==> config.mk <==
export PLATFORM = sky130hd
export DESIGN_NAME = button_debounce_hold_edge
export DESIGN_NICKNAME = d
export VERILOG_FILES = /design/src/rtl/bdhe_pkg.sv /design/src/rtl/bdhe_cfg.sv /design/src/rtl/bdhe_button.sv /design/src/rtl/button_debounce_hold_edge.sv
export SDC_FILE = /design/constraint.sdc
export NUM_CORES = 1
export LEC_CHECK = 0
export BUFFER_PORTS_ARGS = -buffer_cell sky130_fd_sc_hd__buf_2
export CAP_MARGIN = 20
export CORE_MARGIN = 1
export CORE_UTILIZATION = 56
export CTS_CLUSTER_SIZE = 25
export DETAILED_ROUTE_END_ITERATION = 6
export MAX_ROUTING_LAYER = met4
export PLACE_DENSITY = 0.77
export REMOVE_ABC_BUFFERS = 1
export SYNTH_ARGS = -nofsm -noshare
export SYNTH_HDL_FRONTEND = slang
export SYNTH_HIERARCHICAL = 1
export SYNTH_SLANG_ARGS = --single-unit
==> constraint.sdc <==
create_clock -name aclk -period 3.2 [get_ports aclk]
set_clock_uncertainty 0.1 [all_clocks]
set_input_delay 0.48 -clock aclk [delete_from_list [all_inputs] [get_ports aclk]]
set_output_delay 0.48 -clock aclk [all_outputs]
set_load 0.02 [all_outputs]
==> src/rtl/bdhe_pkg.sv <==
// Shared constants, codes and types for the button debouncer with hold and edge windows.
// No dependencies; used by every module in rtl/.
package bdhe_pkg;

    localparam int BUTTON_COUNT = 3;   // number of buttons handled (only the first PIN_W get a pin and mask bit)
    localparam int PIN_W        = 3;   // width of the pin and mask fields
    localparam int IDX_W        = 8;   // width of button_index
    localparam int KIND_W       = 2;
    localparam int MODE_W       = 2;
    localparam int DEB_W        = 8;
    localparam int HOLD_W       = 16;
    localparam int WIN_W        = 8;
    localparam int CFG_IDX_W    = 2;
    localparam int CFG_DATA_W   = 16;
    localparam int S_TDATA_W    = 16;  // pin_levels + button_index, byte padded
    localparam int M_TDATA_W    = 16;  // three masks + edge_seen, byte padded

    // item kinds
    localparam logic [KIND_W-1:0] KIND_TICK      = 2'd0;
    localparam logic [KIND_W-1:0] KIND_UPDATE    = 2'd1;
    localparam logic [KIND_W-1:0] KIND_READ_RISE = 2'd2;
    localparam logic [KIND_W-1:0] KIND_READ_FALL = 2'd3;

    // button modes
    localparam logic [MODE_W-1:0] MODE_RELEASED = 2'd0;
    localparam logic [MODE_W-1:0] MODE_PRESSED  = 2'd1;
    localparam logic [MODE_W-1:0] MODE_HELD     = 2'd2;

    // configuration register indexes
    localparam logic [CFG_IDX_W-1:0] REG_DEBOUNCE = 2'd0;
    localparam logic [CFG_IDX_W-1:0] REG_HOLD     = 2'd1;
    localparam logic [CFG_IDX_W-1:0] REG_WINDOW   = 2'd2;

    // configuration register reset values
    localparam logic [DEB_W-1:0]  DEBOUNCE_RST = 8'd50;
    localparam logic [HOLD_W-1:0] HOLD_RST     = 16'd1000;
    localparam logic [WIN_W-1:0]  WINDOW_RST   = 8'd40;

    typedef struct packed {
        logic [DEB_W-1:0]  debounce_ms;
        logic [HOLD_W-1:0] hold_ms;
        logic [WIN_W-1:0]  edge_window_ms;
    } cfg_t;

    typedef struct packed {
        logic tick;
        logic update;
        logic pin_high;
        logic clr_rise;
        logic clr_fall;
    } button_ctrl_t;

    typedef struct packed {
        logic [MODE_W-1:0] mode_next;
        logic              rise_open;
        logic              fall_open;
    } button_stat_t;

endpackage

==> src/rtl/bdhe_cfg.sv <==
// Configuration register file: debounce, hold and edge window times.
// Depends on bdhe_pkg.
module bdhe_cfg
    import bdhe_pkg::*;
(
    input  logic                  aclk,
    input  logic                  aresetn,
    input  logic                  cfg_valid,
    output logic                  cfg_ready,
    input  logic [CFG_IDX_W-1:0]  cfg_index,
    input  logic [CFG_DATA_W-1:0] cfg_data,
    output cfg_t                  cfg
);

    logic [DEB_W-1:0]  debounce_reg;
    logic [HOLD_W-1:0] hold_reg;
    logic [WIN_W-1:0]  window_reg;

    assign cfg_ready = 1'b1;

    always_ff @(posedge aclk) begin
        if (!aresetn) begin
            debounce_reg <= DEBOUNCE_RST;
            hold_reg     <= HOLD_RST;
            window_reg   <= WINDOW_RST;
        end else if (cfg_valid) begin
            unique case (cfg_index)
                REG_DEBOUNCE: debounce_reg <= cfg_data[DEB_W-1:0];
                REG_HOLD:     hold_reg     <= cfg_data[HOLD_W-1:0];
                REG_WINDOW:   window_reg   <= cfg_data[WIN_W-1:0];
                default: ;
            endcase
        end
    end

    assign cfg.debounce_ms    = debounce_reg;
    assign cfg.hold_ms        = hold_reg;
    assign cfg.edge_window_ms = window_reg;

endmodule

==> src/rtl/bdhe_button.sv <==
// One button: mode register, four countdown timers and the mode rule.
// Depends on bdhe_pkg.
module bdhe_button
    import bdhe_pkg::*;
(
    input  logic         aclk,
    input  logic         aresetn,
    input  cfg_t         cfg,
    input  button_ctrl_t ctrl,
    output button_stat_t stat
);

    logic [MODE_W-1:0] mode_reg,     mode_next;
    logic [DEB_W-1:0]  debounce_reg, debounce_next;
    logic [HOLD_W-1:0] hold_reg,     hold_next;
    logic [WIN_W-1:0]  rise_reg,     rise_next;
    logic [WIN_W-1:0]  fall_reg,     fall_next;

    always_comb begin
        mode_next     = mode_reg;
        debounce_next = debounce_reg;
        hold_next     = hold_reg;
        rise_next     = rise_reg;
        fall_next     = fall_reg;
        if (ctrl.tick) begin
            if (debounce_reg != '0) debounce_next = debounce_reg - 1'b1;
            if (hold_reg != '0)     hold_next     = hold_reg - 1'b1;
            if (rise_reg != '0)     rise_next     = rise_reg - 1'b1;
            if (fall_reg != '0)     fall_next     = fall_reg - 1'b1;
        end else if (ctrl.update) begin
            // a reload to zero debounce lets the mode change in the same update
            unique case (mode_reg)
                MODE_PRESSED: begin
                    if (!ctrl.pin_high) begin
                        debounce_next = cfg.debounce_ms;
                        if (hold_reg == '0) mode_next = MODE_HELD;
                    end
                    if (debounce_next == '0) begin
                        fall_next = cfg.edge_window_ms;
                        mode_next = MODE_RELEASED;
                    end
                end
                MODE_HELD: begin
                    if (!ctrl.pin_high) debounce_next = cfg.debounce_ms;
                    if (debounce_next == '0) begin
                        fall_next = cfg.edge_window_ms;
                        mode_next = MODE_RELEASED;
                    end
                end
                default: begin
                    // released, and the unused code behaves the same
                    if (ctrl.pin_high) debounce_next = cfg.debounce_ms;
                    if (debounce_next == '0) begin
                        rise_next = cfg.edge_window_ms;
                        hold_next = cfg.hold_ms;
                        mode_next = MODE_PRESSED;
                    end
                end
            endcase
        end else begin
            if (ctrl.clr_rise) rise_next = '0;
            if (ctrl.clr_fall) fall_next = '0;
        end
    end

    always_ff @(posedge aclk) begin
        if (!aresetn) begin
            mode_reg     <= MODE_RELEASED;
            debounce_reg <= '0;
            hold_reg     <= '0;
            rise_reg     <= '0;
            fall_reg     <= '0;
        end else begin
            mode_reg     <= mode_next;
            debounce_reg <= debounce_next;
            hold_reg     <= hold_next;
            rise_reg     <= rise_next;
            fall_reg     <= fall_next;
        end
    end

    assign stat.mode_next = mode_next;
    assign stat.rise_open = (rise_reg != '0);
    assign stat.fall_open = (fall_reg != '0);

endmodule

==> src/rtl/button_debounce_hold_edge.sv <==
// Top level of the button debouncer: item stream in, mask/edge result stream out.
// Depends on bdhe_pkg, bdhe_cfg and bdhe_button.
//
// Usage:
//   s_ channel carries items: s_tuser is the kind (tick, update with pins,
//   read rising edge, read falling edge); s_tdata carries the pin levels and
//   the button index of a read. Every item yields exactly one result on the
//   m_ channel: released, pressed and held masks as they stand after the item,
//   plus edge_seen for reads (window was open; the window is then closed).
//   cfg_ channel writes debounce, hold and edge window times; it is always
//   ready and should be used only while no item is in flight.
// Result timing and flow:
//   A result is registered and is valid in the cycle after its item transfer. All
//   buttons update in parallel on that transfer, so one item per cycle is sustained
//   while m_tready stays high. The output register frees in the cycle it is taken,
//   so s_tready stays high while the receiver keeps m_tready high.
// Reset and stalls:
//   aresetn (synchronous, active low) releases every button, clears all timers
//   and loads the default times. While m_tvalid is high and m_tready low, the
//   result holds and s_tready is low.
module button_debounce_hold_edge
    import bdhe_pkg::*;
(
    input  logic                  aclk,
    input  logic                  aresetn,
    // s_tdata: pin_levels[2:0], button_index[10:3], zero [15:11]
    input  logic [S_TDATA_W-1:0]  s_tdata,
    // s_tuser: kind[1:0]
    input  logic [KIND_W-1:0]     s_tuser,
    input  logic                  s_tvalid,
    output logic                  s_tready,
    // m_tdata: released_mask[2:0], pressed_mask[5:3], held_mask[8:6],
    //          edge_seen[9], zero [15:10]
    output logic [M_TDATA_W-1:0]  m_tdata,
    output logic                  m_tvalid,
    input  logic                  m_tready,
    input  logic                  cfg_valid,
    output logic                  cfg_ready,
    input  logic [CFG_IDX_W-1:0]  cfg_index,
    input  logic [CFG_DATA_W-1:0] cfg_data
);

    cfg_t                            cfg;
    button_ctrl_t [BUTTON_COUNT-1:0] ctrl;
    button_stat_t [BUTTON_COUNT-1:0] stat;

    logic              accept;
    logic [PIN_W-1:0]  pin_levels;
    logic [IDX_W-1:0]  button_index;
    logic [PIN_W-1:0]  rel_next, prs_next, hld_next;
    logic [BUTTON_COUNT-1:0] edge_hit;
    logic              edge_next;

    logic                 m_valid_reg;
    logic [PIN_W-1:0]     rel_reg, prs_reg, hld_reg;
    logic                 edge_reg;

    assign pin_levels   = s_tdata[PIN_W-1:0];
    assign button_index = s_tdata[PIN_W+IDX_W-1:PIN_W];

    assign s_tready = !m_valid_reg || m_tready;
    assign accept   = s_tvalid && s_tready;

    bdhe_cfg u_cfg (
        .aclk      (aclk),
        .aresetn   (aresetn),
        .cfg_valid (cfg_valid),
        .cfg_ready (cfg_ready),
        .cfg_index (cfg_index),
        .cfg_data  (cfg_data),
        .cfg       (cfg)
    );

    for (genvar i = 0; i < BUTTON_COUNT; i++) begin : g_btn
        logic sel;
        assign sel = (button_index == IDX_W'(i));

        if (i < PIN_W) begin : g_pin
            assign ctrl[i].pin_high = pin_levels[i];
        end else begin : g_nopin
            // no pin bit in the field: seen as pressed
            assign ctrl[i].pin_high = 1'b0;
        end
        assign ctrl[i].tick     = accept && (s_tuser == KIND_TICK);
        assign ctrl[i].update   = accept && (s_tuser == KIND_UPDATE);
        assign ctrl[i].clr_rise = accept && (s_tuser == KIND_READ_RISE) && sel;
        assign ctrl[i].clr_fall = accept && (s_tuser == KIND_READ_FALL) && sel;

        assign edge_hit[i] = sel && (((s_tuser == KIND_READ_RISE) && stat[i].rise_open) ||
                                     ((s_tuser == KIND_READ_FALL) && stat[i].fall_open));

        bdhe_button u_button (
            .aclk    (aclk),
            .aresetn (aresetn),
            .cfg     (cfg),
            .ctrl    (ctrl[i]),
            .stat    (stat[i])
        );
    end

    assign edge_next = |edge_hit;

    for (genvar j = 0; j < PIN_W; j++) begin : g_mask
        if (j < BUTTON_COUNT) begin : g_used
            always_comb begin
                rel_next[j] = 1'b0;
                prs_next[j] = 1'b0;
                hld_next[j] = 1'b0;
                unique case (stat[j].mode_next)
                    MODE_PRESSED: prs_next[j] = 1'b1;
                    MODE_HELD: begin
                        prs_next[j] = 1'b1;
                        hld_next[j] = 1'b1;
                    end
                    default: rel_next[j] = 1'b1;
                endcase
            end
        end else begin : g_unused
            assign rel_next[j] = 1'b0;
            assign prs_next[j] = 1'b0;
            assign hld_next[j] = 1'b0;
        end
    end

    always_ff @(posedge aclk) begin
        if (!aresetn) begin
            m_valid_reg <= 1'b0;
        end else if (accept) begin
            m_valid_reg <= 1'b1;
        end else if (m_tready) begin
            m_valid_reg <= 1'b0;
        end
    end

    always_ff @(posedge aclk) begin
        if (accept) begin
            rel_reg  <= rel_next;
            prs_reg  <= prs_next;
            hld_reg  <= hld_next;
            edge_reg <= edge_next;
        end
    end

    assign m_tvalid = m_valid_reg;
    assign m_tdata  = {{(M_TDATA_W - 3*PIN_W - 1){1'b0}}, edge_reg, hld_reg, prs_reg, rel_reg};

    // held buttons always count as pressed
    a_held_in_pressed: assert property (@(posedge aclk) disable iff (!aresetn)
        m_valid_reg |-> ((hld_reg & ~prs_reg) == '0))
        else $error("held mask outside pressed mask");

    // no button is both released and pressed
    a_rel_prs_disjoint: assert property (@(posedge aclk) disable iff (!aresetn)
        m_valid_reg |-> ((rel_reg & prs_reg) == '0))
        else $error("button both released and pressed");

    // tick and update transfers never report an edge
    a_edge_only_reads: assert property (@(posedge aclk) disable iff (!aresetn)
        (accept && (s_tuser == KIND_TICK || s_tuser == KIND_UPDATE)) |=> !edge_reg)
        else $error("edge reported for a non-read item");

    // a stalled result blocks the input side
    a_stall_blocks: assert property (@(posedge aclk) disable iff (!aresetn)
        (m_valid_reg && !m_tready) |-> !s_tready)
        else $error("input accepted while result stalled");

endmodule
==> flow_metrics.py, run 1 <==
metrics = {
    "worst_hold_path": {
        "hp-class": "in -> reg",
        "min_from": "cfg_data[10]",
    },
    "layout": {
        "layout-drive-gt1-share": 0.140,
        "insertedDiodeCount": 0,
        "finalCoreUtilization": 0.620,
        "largest_register_ffs": 48,
        "final_nets": 1364,
        "area_delta_synth_final_pct": 8.62,
        "fillers": 1624,
    },
    "yosys": {
        "synth_flop_cell": "dfxtp_1",
        "yosysWarnings": 6,
        "synthCells": 1283,
        "yosys.area.top_type": "dfxtp_1",
        "ys_ff_latch": 169,
        "muxShareOfSynthArea": 0.0389,
        "avgSynthCellArea_sq_um": 8.32,
        "synth_adder_area_share": 0.0281,
        "synth_simple_gate_area_frac": 0.231,
        "synth_xor_area_frac": 0.0123,
        "netlist_area_sq_um": 10700,
        "synth_top_area_share": 0.298,
        "synth-edff-count": 10,
        "synth_top_family_by_area": "compound AO/OA/AOI/OAI gates",
        "synthTopCellsByArea": "dfxtp_1 (30%), nand2_1 (4.8%), a21oi_1 (4.6%), mux2i_1 (3.5%), nor2_1 (3.2%)",
        "synth_seq_area_share": 0.326,
        "synth_compound_area_frac": 0.303,
        "netlist-cell-type-count": 88,
        "synthArstFlopShare": 0,
    },
    "pwr": {
        "switching_share": 0.317,
        "ir_drop_v": 0.000398,
        "p_int_uw": 3810,
        "clkPwrFrac": 0.373,
        "seq_power_share": 0.421,
        "p_leak_uw": 0.00427,
        "powerDensity_nw_per_um2": 481,
        "power.switching_uw": 1770,
        "power_uw": 5580,
        "pwr-share-comb": 0.206,
    },
    "routing": {
        "drt_pre_antenna_iters": 5,
        "vias": 10300,
        "ant_nets": 0,
        "drtIter0Drc": 1006,
        "drcViolationCount": 0,
        "vias_per_cell": 6.63,
        "postRouteWirelength_mm": 29.4,
        "wl_per_cell_microns": 19.0,
    },
    "clock_network": {
        "hold_buffers": 0,
        "cts-root-buf": "clkbuf_16",
        "post-cts-setup-buffers": 0,
        "clock_latency_ps": 440,
        "cts_resized": 0,
        "numCtsBuffers": 17,
        "clock_sinks": 169,
        "path_clk_slew_ps": 70,
        "cts_tree": "done",
        "htree_levels": 4,
        "clk_path_buf_depth": 2,
    },
    "job": {
        "cap_violations": 0,
    },
    "setup_path": {
        "slowest_delay_ps": 820,
        "cp-startpoint": "g_btn[0].u_button/mode_reg[0]",
        "path_buf_inv": 1,
        "worstPathMaxFanout": 12,
        "timing.rr.start": "g_btn[0].u_button/mode_reg[0]",
        "cp.required_ps": 3460,
        "endpoint_kind": "register",
        "cp_top_family": "compound AO/OA/AOI/OAI gates",
        "path_class": "reg -> reg",
        "crit_slowest_cell": "o21ai_1",
        "critPathArrivalTime_ps": 3010,
        "startpoint_type": "register",
        "path_cells": "inv_1, ha_1, nor2b_1, and3_1, o21ai_1, nand2_2, o22ai_1",
    },
    "sta": {
        "finalHoldViolCount": 0,
        "fin_tns_setup_ps": 0,
        "period_share": 0.860,
        "setup_viol": 0,
        "worst_slew_margin_rel": 0.287,
        "fin_hold_ws_ps": 189,
        "fmax_ghz": 0.363,
        "rsz0062_at_grt": "false",
        "period_minus_slack_ps": 2750,
        "layout_setup_ws_ps": 447,
        "tightest_slew_ps": 1060,
        "slew_violations": 0,
    },
    "placed_design": {
        "hpwlAfterDp_mm": 20.2,
        "pre_cts_ws_ps": 314,
        "gp_congestion": 0.911,
        "io_buffers": 47,
    },
    "floorplanning": {
        "coreArea_sq_um": 18700,
        "die_area_sq_um": 19600,
        "row_count": 50,
        "io_pins": 60,
        "start_util": 0.570,
        "dieHeight_microns": 140,
        "die_x_microns": 140,
    },
    "global_route": {
        "overflow": 0,
        "grt_max_degree": 88,
        "grt_pass1_vias": 9204,
        "antenna_found_initial": 0,
        "grt_pass1_wl_mm": 46.9,
        "grtUsageTotal": 0.306,
    },
    "run_status": {
        "outcome": "completed",
    },
}
[routing by layer]
metal,track usage,up-vias,wire (microns)
li1,-,4875,-
met1,0.405,4858,13100
met2,0.470,461,13500
met3,0.0441,61,2160
met4,0.122,0,614
met5,-,-,0
[worst min-delay path, cell delays in order]
cell	delay (ps)
buf_2	100
nand2_1	50
mux2i_1	60
[kinds of logic after synthesis]
| group | after synthesis |
|---|---|
| buffers and inverters | 141 |
| xor gates and xnor gates | 15 |
| DFF | 169 |
| muxes | 41 |
| adders and majority gates | 24 |
| other | 2 |
| AOI/OAI and AO/OA | 422 |
| and+or+nand+nor | 469 |
[cells in the final DEF, fill, tap and decap left out, types with 9 or more instances in the layout]
master and n:
a211oi_1 9, a21oi_1 97, a22oi_1 27, a2bb2oi_1 15
a31oi_1 13, and3_1 20, buf_2 46, buf_4 17
clkbuf_16 18, dfxtp_1 159, edfxtp_1 10, ha_1 24
inv_1 64, mux2i_1 37, nand2_1 137, nand3_1 43
nand4_1 15, nor2_1 90, nor2b_1 16, nor3_1 51
nor3b_1 12, nor4_1 17, o21a_1 15, o21ai_0 31
o21ai_1 29, o22ai_1 24, o311ai_1 9, o31ai_1 21
o32ai_2 15, o41ai_1 9, xnor2_1 12
[cell usage after synthesis (21+ instances only)]
master and number:
clkbuf_1 33, nand2_1 137, dfxtp_1 159, ha_1 24, a22oi_1 27, a21oi_1 97
o22ai_1 24, inv_1 64, o21ai_0 31, nor3_1 53, o31ai_1 21, mux2i_1 37
nand3_1 43, nor2_1 90, o21ai_1 29
[metrics by stage]
stage               instance area (sq um)  std cells
floorplan                           10300       1216
global placement                    11000       1514
detailed placement                  11000       1514
CTS                                 11600       1546
global route                        11600       1546
finish                              11600       1546
[cell type report]
type / instances / area [sq um] / share of cell area
multi-input cells: 978 / 6580 / 0.568
flip-flops and latches: 169 / 3480 / 0.301
clock buffers: 21 / 482 / 0.0416
clock inverters: 11 / 113 / 0.00972
inverters: 69 / 259 / 0.0223
repair buffers: 64 / 378 / 0.0326
well taps: 234 / 293 / 0.0253
[power groups by stage]
stage,logic (uW),clock network [uW],registers [uW]
after floorplan,849,0,2360
after global placement,1100,0,2390
after detailed placement,1120,0,2390
after CTS,1130,2110,2340
after global routing,1250,2190,2360
final,1150,2080,2350
[final timing paths]
| check | slack, ps | cells after the start | to |
|---|---|---|---|
| max | 450 | 7 | g_btn[0].u_button/hold_reg[9] |
| min | 190 | 3 | u_cfg/hold_reg[10] |
| max reg2reg | 450 | 7 | g_btn[0].u_button/hold_reg[9] |
| min reg2reg | 380 | 2 | g_btn[0].u_button/hold_reg[14] |
Power figures use the tool's default switching activity.
==> run 2: changes to the inputs <==
--- a/config.mk
+++ b/config.mk
@@ -16,5 +16,4 @@
 export REMOVE_ABC_BUFFERS = 1
 export SYNTH_ARGS = -nofsm -noshare
 export SYNTH_HDL_FRONTEND = slang
-export SYNTH_HIERARCHICAL = 1
 export SYNTH_SLANG_ARGS = --single-unit
==> run 2 against run 1 <==
Effect of this change:
- hold slack worse by 36 ps
- non-clock buffer count increased by 23
- maximum frequency is 11% lower
- worst setup slack got worse by 330 ps
- flip-flop and latch count did not move
- wire length fell by 4.5%
- global-route usage grew 1.9 points
- critical endpoint is now prs_reg[1]
- synthesized cell count is essentially flat
- synthesized area decreased by 7.8%
- cell count increased by 0.32%
- clock-buffer cell count stayed put
- register-to-register slack got worse by 330 ps
==> flow_metrics.py, run 2 <==
metrics = {
    "layout": {
        "layout-drive-gt1-share": 0.119,
        "fillers": 1523,
        "area_delta_synth_final_pct": 11.2,
        "seq_area_sq_um": 3480,
        "mostFrequentLayoutCell": "dfxtp_1",
        "final_cell_mix": "dfxtp_1 (159), nand2_1 (155), a21oi_1 (139)",
        "multi_input_comb_area_sq_um": 5840,
        "final_nets": 1381,
        "largest_register_ffs": 48,
        "insertedDiodeCount": 0,
    },
    "yosys": {
        "avgSynthCellArea_sq_um": 7.66,
        "synth_flop_cell": "dfxtp_1",
        "yosysWarnings": 0,
        "synthCells": 1284,
        "ys_ff_latch": 169,
        "synth_common_cells": "dfxtp_1 (159), nand2_1 (155), a21oi_1 (139)",
        "synthTopCellsByArea": "dfxtp_1 (32%), a21oi_1 (7.1%), o21ai_0 (6.1%), nand2_1 (5.9%), nor2_1 (4.1%)",
        "synth-edff-count": 10,
        "synth_top_area_share": 0.323,
        "synthArstFlopShare": 0,
        "netlist_area_sq_um": 9840,
        "synth_seq_area_share": 0.354,
        "netlist-cell-type-count": 79,
        "yosys.area.top_type": "dfxtp_1",
        "yosysMostFrequentCell": "dfxtp_1",
    },
    "clock_network": {
        "hold_buffers": 0,
        "cts-root-buf": "clkbuf_16",
        "numCtsBuffers": 17,
        "clock_sinks": 169,
        "clock_latency_ps": 440,
        "clk_path_buf_depth": 2,
        "htree_levels": 4,
        "post-cts-setup-buffers": 0,
        "cts_tree": "done",
        "path_clk_slew_ps": 70,
        "cts_resized": 0,
    },
    "worst_hold_path": {
        "hold_path_end": "u_cfg.hold_reg[8]",
        "holdPathStages": 3,
        "min_from": "cfg_data[8]",
        "hp-class": "in -> reg",
    },
    "floorplanning": {
        "row_count": 48,
        "io_pins": 60,
        "dieHeight_microns": 135,
        "die_area_sq_um": 18100,
        "coreArea_sq_um": 17200,
        "die_x_microns": 135,
        "start_util": 0.571,
    },
    "global_route": {
        "grtUsageTotal": 0.325,
        "grt_pass1_vias": 8986,
        "grt_util_met2": 0.509,
        "grt-busiest-layer": "met2",
        "grt_pass1_wl_mm": 45.4,
        "grt_use_met1": 0.410,
        "antenna_found_initial": 0,
        "grt_max_degree": 76,
        "grt_use_met3": 0.0604,
        "overflow": 0,
    },
    "routing": {
        "vias_per_cell": 6.36,
        "ant_nets": 0,
        "vias": 9857,
        "drt_pre_antenna_iters": 5,
        "drcViolationCount": 0,
        "wl_per_cell_microns": 18.1,
        "postRouteWirelength_mm": 28.1,
        "drtIter0Drc": 871,
    },
    "sta": {
        "fmax_ghz": 0.324,
        "period_share": 0.964,
        "finalHoldViolCount": 0,
        "setup_viol": 0,
        "tightest_slew_ps": 728,
        "slew_violations": 0,
        "worst_slew_margin_rel": 0.513,
        "rsz0062_at_grt": "false",
        "period_minus_slack_ps": 3090,
        "fin_hold_ws_ps": 152,
        "layout_setup_ws_ps": 115,
    },
    "setup_path": {
        "slowest_delay_ps": 550,
        "crit_slowest_cell": "nor3_1",
        "startpoint_type": "register",
        "path_cells": "inv_1, ha_1, nor3b_1, nand3_1, nor3_1, a32oi_1, nor3_1, ha_1, inv_1",
        "critPathArrivalTime_ps": 3300,
        "r2r_slack_ps": 110,
        "reg2reg_to": "prs_reg[1]",
        "worstPathMaxFanout": 8,
        "cp.required_ps": 3420,
        "endpoint_kind": "register",
        "r2r_cells": 9,
        "path_class": "reg -> reg",
        "timing.rr.start": "g_btn[1].u_button.hold_reg[0]",
    },
    "placed_design": {
        "io_buffers": 47,
        "gp_congestion": 0.910,
        "pre_cts_ws_ps": 240,
        "hpwlAfterDp_mm": 18.9,
    },
    "pwr": {
        "powerDensity_nw_per_um2": 491,
        "p_leak_uw": 0.00408,
        "ir_drop_v": 0.000480,
    },
    "job": {
        "cap_violations": 0,
    },
    "run_status": {
        "outcome": "completed",
    },
}
run 2: cell count changes in the layout (fill, tap and decap cells not counted), moves of 17 or more:
cell and delta:
nand2b_1 +19, a21oi_1 +42, nor2_1 +18, a22oi_1 -25, o21ai_0 +89, o21ai_1 -27
buf_4 +19, o22ai_1 -18, nand2_1 +18, inv_1 -17
run 2: cell families after synthesis:
kind of cell    synth area share
simple gates               0.252
compound gates             0.272
flops                      0.354
buf+inv                   0.0561
fa+ha+maj                 0.0331
mux                       0.0244
xor+xnor                 0.00712
other cells             0.000763
run 2: where the power goes:
| part | switching (uW) | internal (uW) |
|---|---|---|
| registers | 82.3 | 2210 |
| logic | 649 | 361 |
| clock network | 897 | 1170 |
| total | 1630 | 3740 |
run 2: worst max path at each step:
| stage | startpoint | to | slack [ps] |
|---|---|---|---|
| final | g_btn[1].u_button.hold_reg[0] | prs_reg[1] | 110 |
| after global routing | g_btn[2].u_button.hold_reg[0] | prs_reg[2] | 10 |
| after CTS | g_btn[2].u_button.hold_reg[0] | prs_reg[2] | 190 |
| after detailed placement | g_btn[2].u_button.hold_reg[0] | prs_reg[2] | 240 |
| after global placement | g_btn[2].u_button.hold_reg[0] | prs_reg[2] | 270 |
| after floorplan | s_tuser[0] | g_btn[1].u_button.hold_reg[11] | -5210 |
run 2: area by class of cell:
type,count,share of cell area
Clock buffer,21,0.0412
Timing Repair Buffer,87,0.0535
Sequential cell,169,0.318
Tap cell,225,0.0257
Multi-Input combinational cell,991,0.534
Clock inverter,10,0.0109
Inverter,48,0.0166
run 2: per-layer routing:
metal  wire [microns]  vias to the layer above
li1                 -                     4735
met1            12000                     4609
met2            12800                      440
met3             2290                       73
met4              943                        0
met5                0                        -
run 2: through the flow:
| step | util | cell area [sq um] | setup TNS, ps | power, uW | std cells |
|---|---|---|---|---|---|
| global route | 0.635 | 10900 | 0 | 5560 | 1551 |
| floorplan | - | 9490 | -387530 | 2970 | 1208 |
| CTS | 0.634 | 10900 | 0 | 5350 | 1551 |
| finish | 0.635 | 10900 | 0 | 5370 | 1551 |
| global placement | 0.601 | 10400 | 0 | 3290 | 1520 |
| detailed placement | 0.601 | 10400 | 0 | 3310 | 1520 |
run 2: worst max-delay path: cells and delay by family, from the launching register on:
family	cells	cell delay, ps
AO/OA/AOI/OAI	1	200
AND/OR/NAND/NOR	4	1560
adder cells (fa/ha/maj)	2	570
buffers and inverters	2	160
flip-flops	1	360
